[src/hw/rtl/ray_box_slab_test_core_macros.svh]
// assertion helpers shared by the rtl
`ifndef RAY_BOX_SLAB_TEST_CORE_MACROS_SVH
`define RAY_BOX_SLAB_TEST_CORE_MACROS_SVH

// property checked at every clock edge outside reset
`define RBST_ASSERT_ALWAYS(label, clk, rst_n, prop, msg) \
	label: assert property (@(posedge clk) disable iff (!rst_n) (prop)) else $error(msg);

// consequent checked in the same cycle as the antecedent
`define RBST_ASSERT_IMPL(label, clk, rst_n, ante, cons, msg) \
	label: assert property (@(posedge clk) disable iff (!rst_n) (ante) |-> (cons)) else $error(msg);

`endif

[src/hw/rtl/rbst_pkg.sv]
// ----------------------------------------------------------------------------
// rbst_pkg
// shared types, constants and helper functions of the ray box slab test
// ----------------------------------------------------------------------------
package rbst_pkg;

	localparam int DATA_W        = 32;
	localparam int NUM_W         = 48;   // |face - origin| scaled by 2^16
	localparam int REM_W         = 32;
	localparam int DEF_STEP_BITS = 2;    // quotient bits per divider stage

	typedef logic signed [DATA_W-1:0] q_t;
	typedef logic [2:0] reg_idx_t;

	localparam reg_idx_t REG_BOX_LOW_X  = 3'd0;
	localparam reg_idx_t REG_BOX_LOW_Y  = 3'd1;
	localparam reg_idx_t REG_BOX_LOW_Z  = 3'd2;
	localparam reg_idx_t REG_BOX_HIGH_X = 3'd3;
	localparam reg_idx_t REG_BOX_HIGH_Y = 3'd4;
	localparam reg_idx_t REG_BOX_HIGH_Z = 3'd5;

	localparam q_t Q_MAX = 32'sh7fff_ffff;
	localparam q_t Q_MIN = 32'sh8000_0000;

	localparam logic [NUM_W-1:0] Q_POS_LIM = NUM_W'(64'h7fff_ffff);
	localparam logic [NUM_W-1:0] Q_NEG_LIM = NUM_W'(64'h8000_0000);

	// sideband that travels alongside the dividers
	typedef struct packed {
		logic       valid;
		logic       miss;
		logic [2:0] zero;
		logic [5:0] neg;
		q_t         closest;
	} side_t;

	typedef struct packed {
		logic [REM_W-1:0] rem;
		logic             qbit;
	} div_res_t;

	// one restoring division step
	function automatic div_res_t div_step(input logic [REM_W-1:0] rem, input logic nbit,
			input logic [REM_W-1:0] den);
		logic [REM_W:0] t;
		div_res_t r;
		t = {rem, nbit};
		if (t >= {1'b0, den}) begin
			r.rem  = REM_W'(t - {1'b0, den});
			r.qbit = 1'b1;
		end else begin
			r.rem  = t[REM_W-1:0];
			r.qbit = 1'b0;
		end
		return r;
	endfunction

	// signed, saturated distance from magnitude quotient
	function automatic q_t sat_quo(input logic [NUM_W-1:0] q, input logic neg);
		q_t r;
		if (neg) begin
			if (q > Q_NEG_LIM) r = Q_MIN;
			else r = q_t'(32'd0 - q[DATA_W-1:0]);
		end else begin
			if (q > Q_POS_LIM) r = Q_MAX;
			else r = q_t'(q[DATA_W-1:0]);
		end
		return r;
	endfunction

endpackage

[src/hw/rtl/rbst_reduce.sv]
// ----------------------------------------------------------------------------
// rbst_reduce
// saturates face distances, merges the slabs and makes the hit decision
// ----------------------------------------------------------------------------
module rbst_reduce (
	input  logic                             clk,
	input  logic                             arst_n,
	input  logic [5:0][rbst_pkg::NUM_W-1:0]  quo,
	input  rbst_pkg::side_t                  side,
	output logic                             done,
	output logic                             hit,
	output rbst_pkg::q_t                     closest_after
);
	import rbst_pkg::*;

	q_t   ta_c [3];
	q_t   tb_c [3];
	q_t   ta_s1 [3];
	q_t   tb_s1 [3];
	logic valid_s1, miss_s1;
	q_t   closest_s1;

	q_t   near_c, far_c;
	q_t   near_s2, far_s2, closest_s2;
	logic valid_s2, miss_s2;

	logic valid_s3, hit_s3;
	q_t   closest_s3;

	// per axis entry and exit, zero direction opens the slab
	always_comb begin
		q_t t0, t1;
		for (int a = 0; a < 3; a++) begin
			t0 = sat_quo(quo[a], side.neg[a]);
			t1 = sat_quo(quo[a+3], side.neg[a+3]);
			if (side.zero[a]) begin
				ta_c[a] = Q_MIN;
				tb_c[a] = Q_MAX;
			end else if (t0 < t1) begin
				ta_c[a] = t0;
				tb_c[a] = t1;
			end else begin
				ta_c[a] = t1;
				tb_c[a] = t0;
			end
		end
	end

	always_ff @(posedge clk) begin
		ta_s1      <= ta_c;
		tb_s1      <= tb_c;
		miss_s1    <= side.miss;
		closest_s1 <= side.closest;
	end

	always_comb begin
		near_c = ta_s1[0];
		far_c  = tb_s1[0];
		for (int a = 1; a < 3; a++) begin
			if (ta_s1[a] > near_c) near_c = ta_s1[a];
			if (tb_s1[a] < far_c) far_c = tb_s1[a];
		end
	end

	always_ff @(posedge clk) begin
		near_s2    <= near_c;
		far_s2     <= far_c;
		miss_s2    <= miss_s1;
		closest_s2 <= closest_s1;
	end

	always_ff @(posedge clk) begin
		if (!miss_s2 && (near_s2 < far_s2) && (near_s2 < closest_s2)) begin
			hit_s3     <= 1'b1;
			closest_s3 <= near_s2;
		end else begin
			hit_s3     <= 1'b0;
			closest_s3 <= closest_s2;
		end
	end

	always_ff @(posedge clk or negedge arst_n) begin
		if (!arst_n) begin
			valid_s1 <= 1'b0;
			valid_s2 <= 1'b0;
			valid_s3 <= 1'b0;
		end else begin
			valid_s1 <= side.valid;
			valid_s2 <= valid_s1;
			valid_s3 <= valid_s2;
		end
	end

	assign done          = valid_s3;
	assign hit           = hit_s3;
	assign closest_after = closest_s3;

endmodule

[config.mk]
export PLATFORM = sky130hd
export DESIGN_NAME = rbst_reduce
export DESIGN_NICKNAME = d
export VERILOG_FILES = /design/src/hw/rtl/ray_box_slab_test_core_macros.svh /design/src/hw/rtl/rbst_pkg.sv /design/src/hw/rtl/rbst_reduce.sv
export SDC_FILE = /design/constraint.sdc
export NUM_CORES = 1
export LEC_CHECK = 0
export CAP_MARGIN = 20
export CORE_MARGIN = 1.5
export CORE_UTILIZATION = 55
export DETAILED_ROUTE_END_ITERATION = 6
export DONT_BUFFER_PORTS = 1
export GPL_ROUTABILITY_DRIVEN = 0
export PLACE_DENSITY = 0.71
export SYNTH_ARGS = -nofsm -noshare
export SYNTH_HDL_FRONTEND = slang
export SYNTH_SLANG_ARGS = --single-unit
[constraint.sdc]
create_clock -name clk -period 7.25 [get_ports clk]
set_input_delay 0.3625 -clock clk [delete_from_list [all_inputs] [get_ports clk]]
set_output_delay 0.3625 -clock clk [all_outputs]
set_load 0.02 [all_outputs]
; ---- Word level (Yosys, flattened, before mapping)
; Index checks and enable logic that the tools add are counted.
; W data, S select, Z words.
[word_totals]
register_bits = 358
in_bits = 333
[op_classes]
n_addsub = 6
magnitude_cmp = 21
mux = 30
reduce_logical = 3
[op_table]
columns = op, n
row1 = $mux W32, 29
row2 = $gt A48 B31 Y1 const B, 6
row3 = $gt A48 B32 Y1 const B, 6
row4 = $lt A32 B32 Y1, 7
row5 = $sub A1 B32 Y32 const A, 6
row6 = $gt A32 B32 Y1, 2
row7 = $logic_and A1 B1 Y1, 2
row8 = $logic_not A1 Y1, 1
row9 = $mux W1, 1

; ---- Logic depth before layout (Yosys ltp)
; Gate-level depths: netlist of the first run.
[depth]
word_depth = 5
depth_mapped = 24
depth_no_buf = 20

; ---- Worst setup path before layout of the first run
; No wires, ideal clock.
[synth_timing]
path_type = input to register
from = input quo[240] in the netlist's numbering
to = register ta_s1[25] in the netlist's numbering
setup_time_ps = 86
t_arrival_ps = 5861
required_time_ps = 7164
path_slack_ps = 1303
path_stages = 21
path_buffers = 3
cell_sequence = inv_1 > ha_1 > or3b_2 > or2_2 > or4b_1 > o41a_1 > or3_1 > clkbuf_1 > o311a_1 > ha_1 > nand3_1 > or4_1 > or4_1 > o21ai_0 > nor2_1 > a21oi_1 > nand3b_1 > buf_2 > clkbuf_1 > nor2_1 > a211oi_1
[synth_between]
elab_chain_len = 5
elab_cells_between_ends = 8
classes_between = add/sub (1) / order compare (3) / mux (4)
[synth_lines]
columns = item, line_no
row1 = from (decl), rbst_reduce.sv:8  ; input logic [5:0][rbst_pkg::NUM_W-1:0] quo,
row2 = "$gt A48 B31 Y1, or another cell as far along", rbst_pkg.sv:65  ; if (q > Q_POS_LIM) r = Q_MAX;
row3 = $mux W32 (on tied branches), "rbst_pkg.sv:65, rbst_pkg.sv:62"
row4 = $mux W32 (*), rbst_pkg.sv:61  ; if (neg) begin
row5 = $lt A32 B32 Y1, rbst_reduce.sv:39  ; end else if (t0 < t1) begin
row6 = $mux W32 (*), rbst_reduce.sv:39
row7 = to (signal assigned), rbst_reduce.sv:50  ; ta_s1 <= ta_c;
row8 = to (decl), rbst_reduce.sv:18  ; q_t ta_s1 [3];
; Every way passes the cells marked *; elsewhere a longest branch is shown, timed or not.
; A chain may end at the register's enable or synchronous reset.

; ---- Final worst setup path of the first run
[layout_timing]
from = register tb_s1[78] in the netlist's numbering
to = register far_s2[23]
[layout_between]
elab_chain_len = 4
[layout_lines]
columns = item, line_no
row1 = from (decl), rbst_reduce.sv:19  ; q_t tb_s1 [3];
row2 = from (signal assigned), rbst_reduce.sv:51  ; tb_s1 <= tb_c;
row3 = $lt A32 B32 Y1, rbst_reduce.sv:61  ; if (tb_s1[a] < far_c) far_c = tb_s1[a];
row4 = $mux W32 (*), rbst_reduce.sv:61
row5 = $lt A32 B32 Y1, rbst_reduce.sv:61
row6 = $mux W32 (*), rbst_reduce.sv:61
row7 = via far_c[23], rbst_reduce.sv:23  ; q_t near_c, far_c;
row8 = to (signal assigned), rbst_reduce.sv:67  ; far_s2 <= far_c;
row9 = to (decl), rbst_reduce.sv:24  ; q_t near_s2, far_s2, closest_s2;
; The timed path passes the listed nets; every way through them passes the cells marked *.

==> results of run 1 <==
power by group through the flow:
stage	Clock (uW)	Combinational (uW)	Sequential, uW
final	1930	2600	2700
after global routing	2040	2870	2730
after CTS	1960	2560	2700
after detailed placement	0	2490	2750
after global placement	0	2370	2740
after floorplan	0	1890	2580
logic make-up (layout without fill, tap and decap cells):
family,Yosys count,after routing,share of synthesized area
buffers and inverters,413,425,0.06231
flip-flops,358,358,0.2834
XOR/XNOR,19,19,0.006864
adder cells (fa/ha/maj),287,287,0.1417
AO/OA/AOI/OAI,824,824,0.2218
multiplexers,177,177,0.07189
AND/OR/NAND/NOR,1045,1045,0.2120
critical path: stages (launching register included):
cell and delay (ns):
sky130_fd_sc_hd__dfxtp_1 0.41, sky130_fd_sc_hd__inv_1 0.07, sky130_fd_sc_hd__ha_1 0.31, sky130_fd_sc_hd__nand4_1 0.16, sky130_fd_sc_hd__or3_1 0.39, sky130_fd_sc_hd__o311ai_0 0.43, sky130_fd_sc_hd__o311a_1 0.25, sky130_fd_sc_hd__nor4b_1 0.08
sky130_fd_sc_hd__nor2_4 0.44, sky130_fd_sc_hd__buf_4 0.31, sky130_fd_sc_hd__mux2i_1 0.46, sky130_fd_sc_hd__ha_1 0.34, sky130_fd_sc_hd__a21oi_1 0.21, sky130_fd_sc_hd__o21ai_0 0.12, sky130_fd_sc_hd__a21o_1 0.20, sky130_fd_sc_hd__a21oi_1 0.14
sky130_fd_sc_hd__o21ai_0 0.16, sky130_fd_sc_hd__or4_1 0.60, sky130_fd_sc_hd__o31ai_4 0.63, sky130_fd_sc_hd__buf_4 0.39, sky130_fd_sc_hd__mux2i_1 0.31
worst min path at each step:
stage | cells after the start | endpoint
after floorplan | 0 | done
after global placement | 0 | valid_s1
after detailed placement | 0 | valid_s2
after CTS | 2 | tb_s1[1]
after global routing | 2 | tb_s1[6]
final | 2 | tb_s1[3]
metal layers:
layer | part of all wire | track usage | wire [um]
met3 | 0.079 | 0.04881 | 6628
met4 | 0.061 | 0.1806 | 5076
met1 | 0.40 | 0.4307 | 33230
met2 | 0.46 | 0.5641 | 38470
met5 | 0 | 0 | 0
cells in the final DEF, fill, tap and decap left out, types with 11 or more instances in the layout:
| master | instances |
|---|---|
| sky130_fd_sc_hd__mux2_2 | 40 |
| sky130_fd_sc_hd__buf_4 | 47 |
| sky130_fd_sc_hd__ha_1 | 287 |
| sky130_fd_sc_hd__nand4_1 | 54 |
| sky130_fd_sc_hd__nor3b_1 | 67 |
| sky130_fd_sc_hd__nand2b_1 | 36 |
| sky130_fd_sc_hd__a21oi_1 | 178 |
| sky130_fd_sc_hd__a221oi_1 | 29 |
| sky130_fd_sc_hd__nand3_1 | 48 |
| sky130_fd_sc_hd__o311a_1 | 24 |
| sky130_fd_sc_hd__o21a_1 | 19 |
| sky130_fd_sc_hd__or4_1 | 34 |
| sky130_fd_sc_hd__a21o_1 | 95 |
| sky130_fd_sc_hd__nand2_1 | 171 |
| sky130_fd_sc_hd__dfxtp_1 | 355 |
| sky130_fd_sc_hd__o311ai_0 | 52 |
| sky130_fd_sc_hd__a31oi_1 | 21 |
| sky130_fd_sc_hd__o31ai_1 | 22 |
| sky130_fd_sc_hd__o211ai_1 | 25 |
| sky130_fd_sc_hd__a211oi_1 | 99 |
| sky130_fd_sc_hd__nor4_1 | 71 |
| sky130_fd_sc_hd__or3_1 | 54 |
| sky130_fd_sc_hd__nor3_1 | 97 |
| sky130_fd_sc_hd__nor2b_1 | 20 |
| sky130_fd_sc_hd__o41ai_1 | 17 |
| sky130_fd_sc_hd__mux2i_1 | 137 |
| sky130_fd_sc_hd__or2_2 | 18 |
| sky130_fd_sc_hd__o21ai_0 | 164 |
| sky130_fd_sc_hd__inv_1 | 262 |
| sky130_fd_sc_hd__nor2_1 | 317 |
| sky130_fd_sc_hd__a211o_1 | 11 |
| sky130_fd_sc_hd__o21bai_1 | 15 |
| sky130_fd_sc_hd__nand3b_1 | 12 |
| sky130_fd_sc_hd__dlygate4sd3_1 | 40 |
| sky130_fd_sc_hd__clkbuf_16 | 39 |
flip-flops by register name, indices dropped and copies added (netlist names):
register	count
done	1
miss_s1	1
closest_s1	32
valid_s2	1
miss_s2	1
hit	1
closest_s2	32
near_s2	32
far_s2	32
ta_s1	96
tb_s1	96
valid_s1	1
closest_after	32
synth_stat cells, types with 21 or more instances:
| cell | number | share of area |
|---|---|---|
| sky130_fd_sc_hd__a211oi_1 | 99 | 0.029 |
| sky130_fd_sc_hd__a21o_1 | 95 | 0.028 |
| sky130_fd_sc_hd__a21oi_1 | 178 | 0.035 |
| sky130_fd_sc_hd__a221oi_1 | 29 | 0.010 |
| sky130_fd_sc_hd__a31oi_1 | 21 | 0.0052 |
| sky130_fd_sc_hd__clkbuf_1 | 130 | 0.019 |
| sky130_fd_sc_hd__dfxtp_1 | 355 | 0.28 |
| sky130_fd_sc_hd__ha_1 | 287 | 0.14 |
| sky130_fd_sc_hd__inv_1 | 262 | 0.039 |
| sky130_fd_sc_hd__mux2_2 | 40 | 0.018 |
| sky130_fd_sc_hd__mux2i_1 | 137 | 0.054 |
| sky130_fd_sc_hd__nand2_1 | 171 | 0.025 |
| sky130_fd_sc_hd__nand2b_1 | 36 | 0.0089 |
| sky130_fd_sc_hd__nand3_1 | 48 | 0.0095 |
| sky130_fd_sc_hd__nand4_1 | 54 | 0.013 |
| sky130_fd_sc_hd__nor2_1 | 319 | 0.047 |
| sky130_fd_sc_hd__nor3_1 | 97 | 0.019 |
| sky130_fd_sc_hd__nor3b_1 | 67 | 0.020 |
| sky130_fd_sc_hd__nor4_1 | 71 | 0.018 |
| sky130_fd_sc_hd__o211ai_1 | 25 | 0.0074 |
| sky130_fd_sc_hd__o21ai_0 | 164 | 0.032 |
| sky130_fd_sc_hd__o311a_1 | 24 | 0.0095 |
| sky130_fd_sc_hd__o311ai_0 | 52 | 0.018 |
| sky130_fd_sc_hd__o31ai_1 | 23 | 0.0068 |
| sky130_fd_sc_hd__or3_1 | 54 | 0.013 |
| sky130_fd_sc_hd__or4_1 | 34 | 0.010 |
layout make-up:
cell class              instances  share of cell area
flip-flops and latches        358              0.2588
clock inverters                18            0.006178
multi-input cells            2352              0.5999
well taps                     600             0.02706
inverters                     262             0.03544
clock buffers                  49             0.03869
repair buffers                 96             0.03391
per-stage QoR:
stage	setup WS [ns]	total power [uW]
5_1_grt	0.4659	7637
3_3_place_gp	0.8298	5115
3_5_place_dp	0.7292	5238
4_1_cts	0.9158	7216
6_report	0.7457	7235
2_1_floorplan	1.303	4469
timing repair:
action	in CTS	in global routing
hold endpoints to repair	195	0
resized for setup	0	0
hold buffers	43	0
==> flow_results.org, run 1 <==
** Run status
- The flow ran to the end, but the final reports show violations.
- The final reports fail on DRC.

** Clocking
- Latest clock arrival within the worst-skew pair :: around 0.55 ns
- The H-tree was split into 2 levels.
- Post-CTS setup buffers :: 0
- Clock-pin slew of the registers on the worst-case setup and hold paths :: 0.06 ns
- TritonCTS clock tree :: built
- Buffer type at the clock tree root :: sky130_fd_sc_hd__clkbuf_16
- The clock passes through at most 3 buffers.
- Count of clock tree sinks :: 358
- Number of buffers created by CTS :: 39

** STA
- Final sum of negative setup slack :: 0 ns
- The clock period could shrink to 6.504 ns.
- On the final layout, the worst hold slack is 0.01659 ns.
- Setup violations remaining at the end of the flow were counted as 0.
- Highest attainable clock frequency :: 153.7 MHz
- Unrepaired setup endpoints after global routing :: false
- Clock tree skew after final layout :: ~0.018 ns
- Tightest Pin Transition :: 1.091 ns
- Final number of hold-violating endpoints :: 0
- Final worst path period share :: 0.8971
- The worst pin sits at a relative slew slack of 0.2635.
- Max Slew Vio Count :: 0

** Floorplan
- From bottom edge to top edge, the die measures 217.6 um.
- Pin placement for this block handled 367 I/O pins.
- Std cell rows :: 78
- Starting Density :: 0.5584
- After floorplanning, the core was sized to cover 45380 um^2.
- X dimension of the die :: 217.6 um
- The die covers roughly 47000 um^2.

** Final layout
- Antenna diodes :: 0
- Area overhead of the layout relative to synthesis :: 9.500%
- In the final design database the tool counted 3729 nets.
- Of the cells placed in the final design, the portion with a size suffix greater than 1 is 0.06443.
- Non-filler cells, final :: 3735
- Number of fill cells :: 3994
- Sequential cell area :: 7182 um^2
- With fillers left out, the area of the finished cells amounts to 27750 um^2.
- Final core utilization :: 0.6114
- Total area of multi-input combinational cells :: ~17000 um^2

** Worst setup path
- The worst setup path is captured at a flop.
- WS Path Type :: flop to flop
- FF-to-FF Start :: tb_s1[78]
- For the worst setup path, the data required time is 7.70 ns.
- Largest driver fanout on the critical path :: 16
- CP Launch Type :: flop
- Worst reg2reg path depth :: 20
- Critical path endpoint :: far_s2[23]
- WP data arrival :: around 7 ns
- The most critical setup path has its startpoint at tb_s1[78].
- The setup check on the worst reg-to-reg path leaves a slack of 0.75 ns.
- The endpoint identified for the worst register-to-register timing path is far_s2[23].

** GRT
- Entering global routing, the biggest net connects 64 pins.
- Across every metal layer, demand over resource in global routing totals 0.3416.
- The first global-routing pass estimated around 130000 um of wire.
- The number of global-route vias before repair came to 23140.
- Number of antenna violations at the first check in global routing :: 0
- Leftover overflow at the end of global routing :: 0

** Placed design
- Once placement finished, the instance area stood at about 26000 um^2.
- Input and output buffers added on the ports amount to 0.
- Placed Instances :: ~3600
- Once detailed placement completed, the half-perimeter wirelength came to approximately 66000 um.

** Power and ir drop
- Relative contribution of combinational cells to total power :: 0.359
- Largest voltage drop on the vdd net :: about 0.24 mV
- Leakage :: 0.01237 uW
- Fraction of power consumed by the clock network :: 0.267
- Power Dens Cells :: 260.7 nW/um^2
- The internal portion of the total power is between 4000 and 5000 uW.
- Switching Share :: 0.3651
- Share of power burned in registers :: 0.374
- Switch Pwr :: 2641 uW

** Logic synthesis
- Number of different library cells in the post-synthesis netlist :: 78
- Post-synthesis average cell area :: 8.114 um^2
- Yosys printed 0 warnings.
- Ys async rst share :: 0.008380
- Of the synthesized area, sequential elements account for 0.2834.
- Synthesis produced a netlist whose cell count is approximately 3100.
- Top FF cell, synth :: sky130_fd_sc_hd__dfxtp_1
- In this run, synthesis inferred 0 flip-flops with an integrated enable.
- When the netlist entered floorplanning its net count stood at 3743.
- Synthesized cell area :: 25340 um^2
- Synthesis inferred around 360 register bits.

** Min path
- Launch instance of the worst min-delay path :: side[40]
- Hold crit path type :: primary input to flop

** Detailed routing
- ANT nets after route :: 0
- In the routed layout, each cell is associated on average with a via count of 6.625.
- Initial DRT Pass Iterations :: 7
- The routed layout has about 25000 vias.
- In this run, the number of DRC markers left after iteration 0 of detailed routing was 2733.
- Detail-routed net length per standard cell :: 22.33 um
- Summed over all layers, the routed wires come to roughly 83000 um.
- After detailed routing, the number of remaining DRC violations is 1.

** Flow run
- Max Cap Violations :: 0
Power figures use the tool's default switching activity.
==> run 2, diff against run 1 <==
CELL_PAD_IN_SITES_DETAIL_PLACEMENT = 1   (was default)
CELL_PAD_IN_SITES_GLOBAL_PLACEMENT = 1   (was default)
CORE_UTILIZATION = 49   (was 55)
HOLD_SLACK_MARGIN = 0.1   (was default)
PLACE_DENSITY = 0.83   (was 0.71)
RECOVER_POWER = 25   (was default)
==> flow_results.org, run 2 (synthesis gave the netlist of run 1 again) <==
** Detailed routing
- Using the TritonRoute via totals, the vias-per-cell ratio works out to 6.596.
- The first TritonRoute pass finished after 6 iterations.
- 1st-iter DRT viols :: 1824
- ANT nets after route :: 0
- In the routed design, unresolved DRC markers number 0.
- After detailed routing, the total wire length is around 96000 um.
- After detailed routing, the average wire length per cell comes to between 20 and 30 um.
- Number of vias in the routed layout :: 25150

** Placed design
- Input and output buffers added on the ports amount to 0.
- Detailed placement finished with a half-perimeter wire length of around 76000 um.
- Placed Instances :: 3698

** Worst setup path
- Along the worst path, the maximum fanout reaches 20.
- The worst setup path is of the flop to flop kind.
- Endpoint class of the critical path :: flop
- The largest individual stage delay along the critical path comes from the cell sky130_fd_sc_hd__o31ai_4.
- Worst path top cell family by delay :: simple AND/OR/NAND/NOR gates
- STA puts the critical path data arrival time at 7.28 ns.
- The critical path contains buffers and inverters numbering 3 combined.
- Traced cell by cell, the critical path runs through inv_1 -> ha_1 -> nand4_1 -> or3_1 -> o311ai_0 -> o311a_1 -> nor4b_1 -> nor2_4 -> buf_4 -> mux2i_1 -> ha_1 -> a211oi_1 -> nor2_1 -> nor4_1 -> o21ai_0 -> or4_1 -> o31ai_4 -> buf_12 -> mux2i_1.
- For this run, the slowest stage of the critical path takes 0.68 ns.
- Required time of the critical path :: 7.69 ns
- The worst setup path is launched from a flop.

** Clocking
- The clock passes through at most 3 buffers.
- In this run the number of H-tree levels came out at 2.
- The later pin in the worst-skew pair is clocked with a latency of 0.56 ns.
- Number of buffers created by CTS :: 39
- Once the clock tree was built, the setup fixing pass inserted 0 buffers.
- Buffer type at the clock tree root :: sky130_fd_sc_hd__clkbuf_16
- CTS saw 358 sinks.
- TritonCTS clock tree :: built
- Clock-pin slew of the registers on the worst-case setup and hold paths :: roughly 0.07 ns

** STA
- The tightest hold path in the finished design has a slack of 0.1255 ns.
- The number of failing hold endpoints at the final stage came to 0.
- Clock tree skew after final layout :: 0.02363 ns
- Summed over all failing endpoints, the final setup total negative slack is 0 ns.
- Headroom to the max-slew limit came out at 0.2648.
- Based on the critical path, the design can be clocked at up to around 150 MHz.
- Clock period minus final worst setup slack :: ~6.8 ns
- Dividing the final minimum period by the clock period gives 0.9439.
- At the pin with the least slew margin, the transition time is 1.089 ns.
- Unrepaired setup endpoints after global routing :: false
- Max Slew Vio Count :: 0
- Count of endpoints failing setup in the final report :: 0

** Run status
- The flow ran to the end, and the final reports show no timing, DRC or antenna violations.

** Final layout
- Number of fill cells :: 6112
- The finished layout holds 3813 standard cells, fillers aside.
- From synthesis to final layout, the design area changed by 10.25%.
- The top cell types in the final layout, fill and taps aside, are 355 x sky130_fd_sc_hd__dfxtp_1, 317 x sky130_fd_sc_hd__nor2_1, 287 x sky130_fd_sc_hd__ha_1, 262 x sky130_fd_sc_hd__inv_1, 178 x sky130_fd_sc_hd__a21oi_1.
- The largest registers in the layout are ta_s1: 96 flops, tb_s1: 96 flops.
- Fraction of layout cells with a size suffix above 1 :: 0.06418
- The library cell used most frequently in the layout, excluding fill and tap cells, is sky130_fd_sc_hd__dfxtp_1.
- Final core utilization :: 0.5456
- The net count of the finished layout is 3721.

** Min path
- Hold crit path type :: primary input to flop

** GRT
- The number of global-route vias before repair was 25990.
- Number of antenna violations at the first check in global routing :: 1
- For this run, the total global-route usage over all layers was measured as 0.3530.
- Maximum number of pins on one net before global-route repair :: 92
- The total overflow left after global routing is 0.
- The first global-routing pass estimated 147100 um of wire.

** Power and ir drop
- The completed layout was analyzed and its total power is about 7600 uW.
- Leakage :: 0.01240 uW
- Largest voltage drop on the vdd net :: about 0.17 mV
- In this run the power density over the cells is about 270 nW/um^2.

** Flow run
- Max Cap Violations :: 0

** Floorplan
- In this run the count of I/O pins placed on the die edge is approximately 370.
- Placeable core area :: 51200 um^2
- Height of the die :: 230.4 um
- The initial utilization of the core area, before any placement, comes to 0.4949.
- The floorplan step defined a die boundary enclosing 53090 um^2.
- Std cell rows :: 83
- X dimension of the die :: 230.4 um
## run 2: cell type report
cell class | instances | area [um^2] | share of cell area
Sequential cell | 358 | 7182 | 0.2571
Antenna cell | 1 | 2.502 | 0.00008958
Clock buffer | 50 | 1120 | 0.04009
Multi-Input combinational cell | 2352 | 16660 | 0.5962
Timing Repair Buffer | 88 | 868.3 | 0.03108
Tap cell | 680 | 850.8 | 0.03046
Clock inverter | 22 | 272.8 | 0.009764
Inverter | 262 | 983.4 | 0.03520
## run 2: path summary, 6_finish.rpt
check	startpoint	endpoint	slack [ns]	cells past startpoint
setup reg to reg	tb_s1[78]	far_s2[20]	0.41	19
setup / recovery	tb_s1[78]	far_s2[20]	0.41	19
min in group asynchronous	arst_n	valid_s1	0.60	2
hold reg to reg	closest_s1[26]	closest_s2[26]	0.32	0
hold / removal	quo[265]	ta_s1[25]	0.13	2
max in group asynchronous	arst_n	valid_s2	6.50	2
## run 2: routing by layer
metal	part of all wire	vias up	GRT usage
met5	0	-	0
met4	0.062	0	0.1983
met3	0.059	291	0.04644
met2	0.49	1018	0.6239
met1	0.39	12350	0.4101
li1	-	11490	-
## run 2: per-stage QoR
step,worst slack (ns),area (um^2)
final,0.4066,27940
after global routing,0.2796,27940
after CTS,0.6292,27930
after detailed placement,0.5197,26070
after global placement,0.7598,26070
after floorplan,1.303,25340
## run 2: what timing repair did
| item | CTS | global route |
|---|---|---|
| gates resized for setup | 0 | 0 |
| hold buffers | 42 | 0 |
| hold endpoints to repair | 218 | 0 |
## run 2: report_power, final
part,internal (uW),switching (uW),leakage [uW]
Sequential,2340,376,0.00301
Clock,1280,868,0.000678
Combinational,1140,1630,0.00871
Total,4770,2870,0.0124
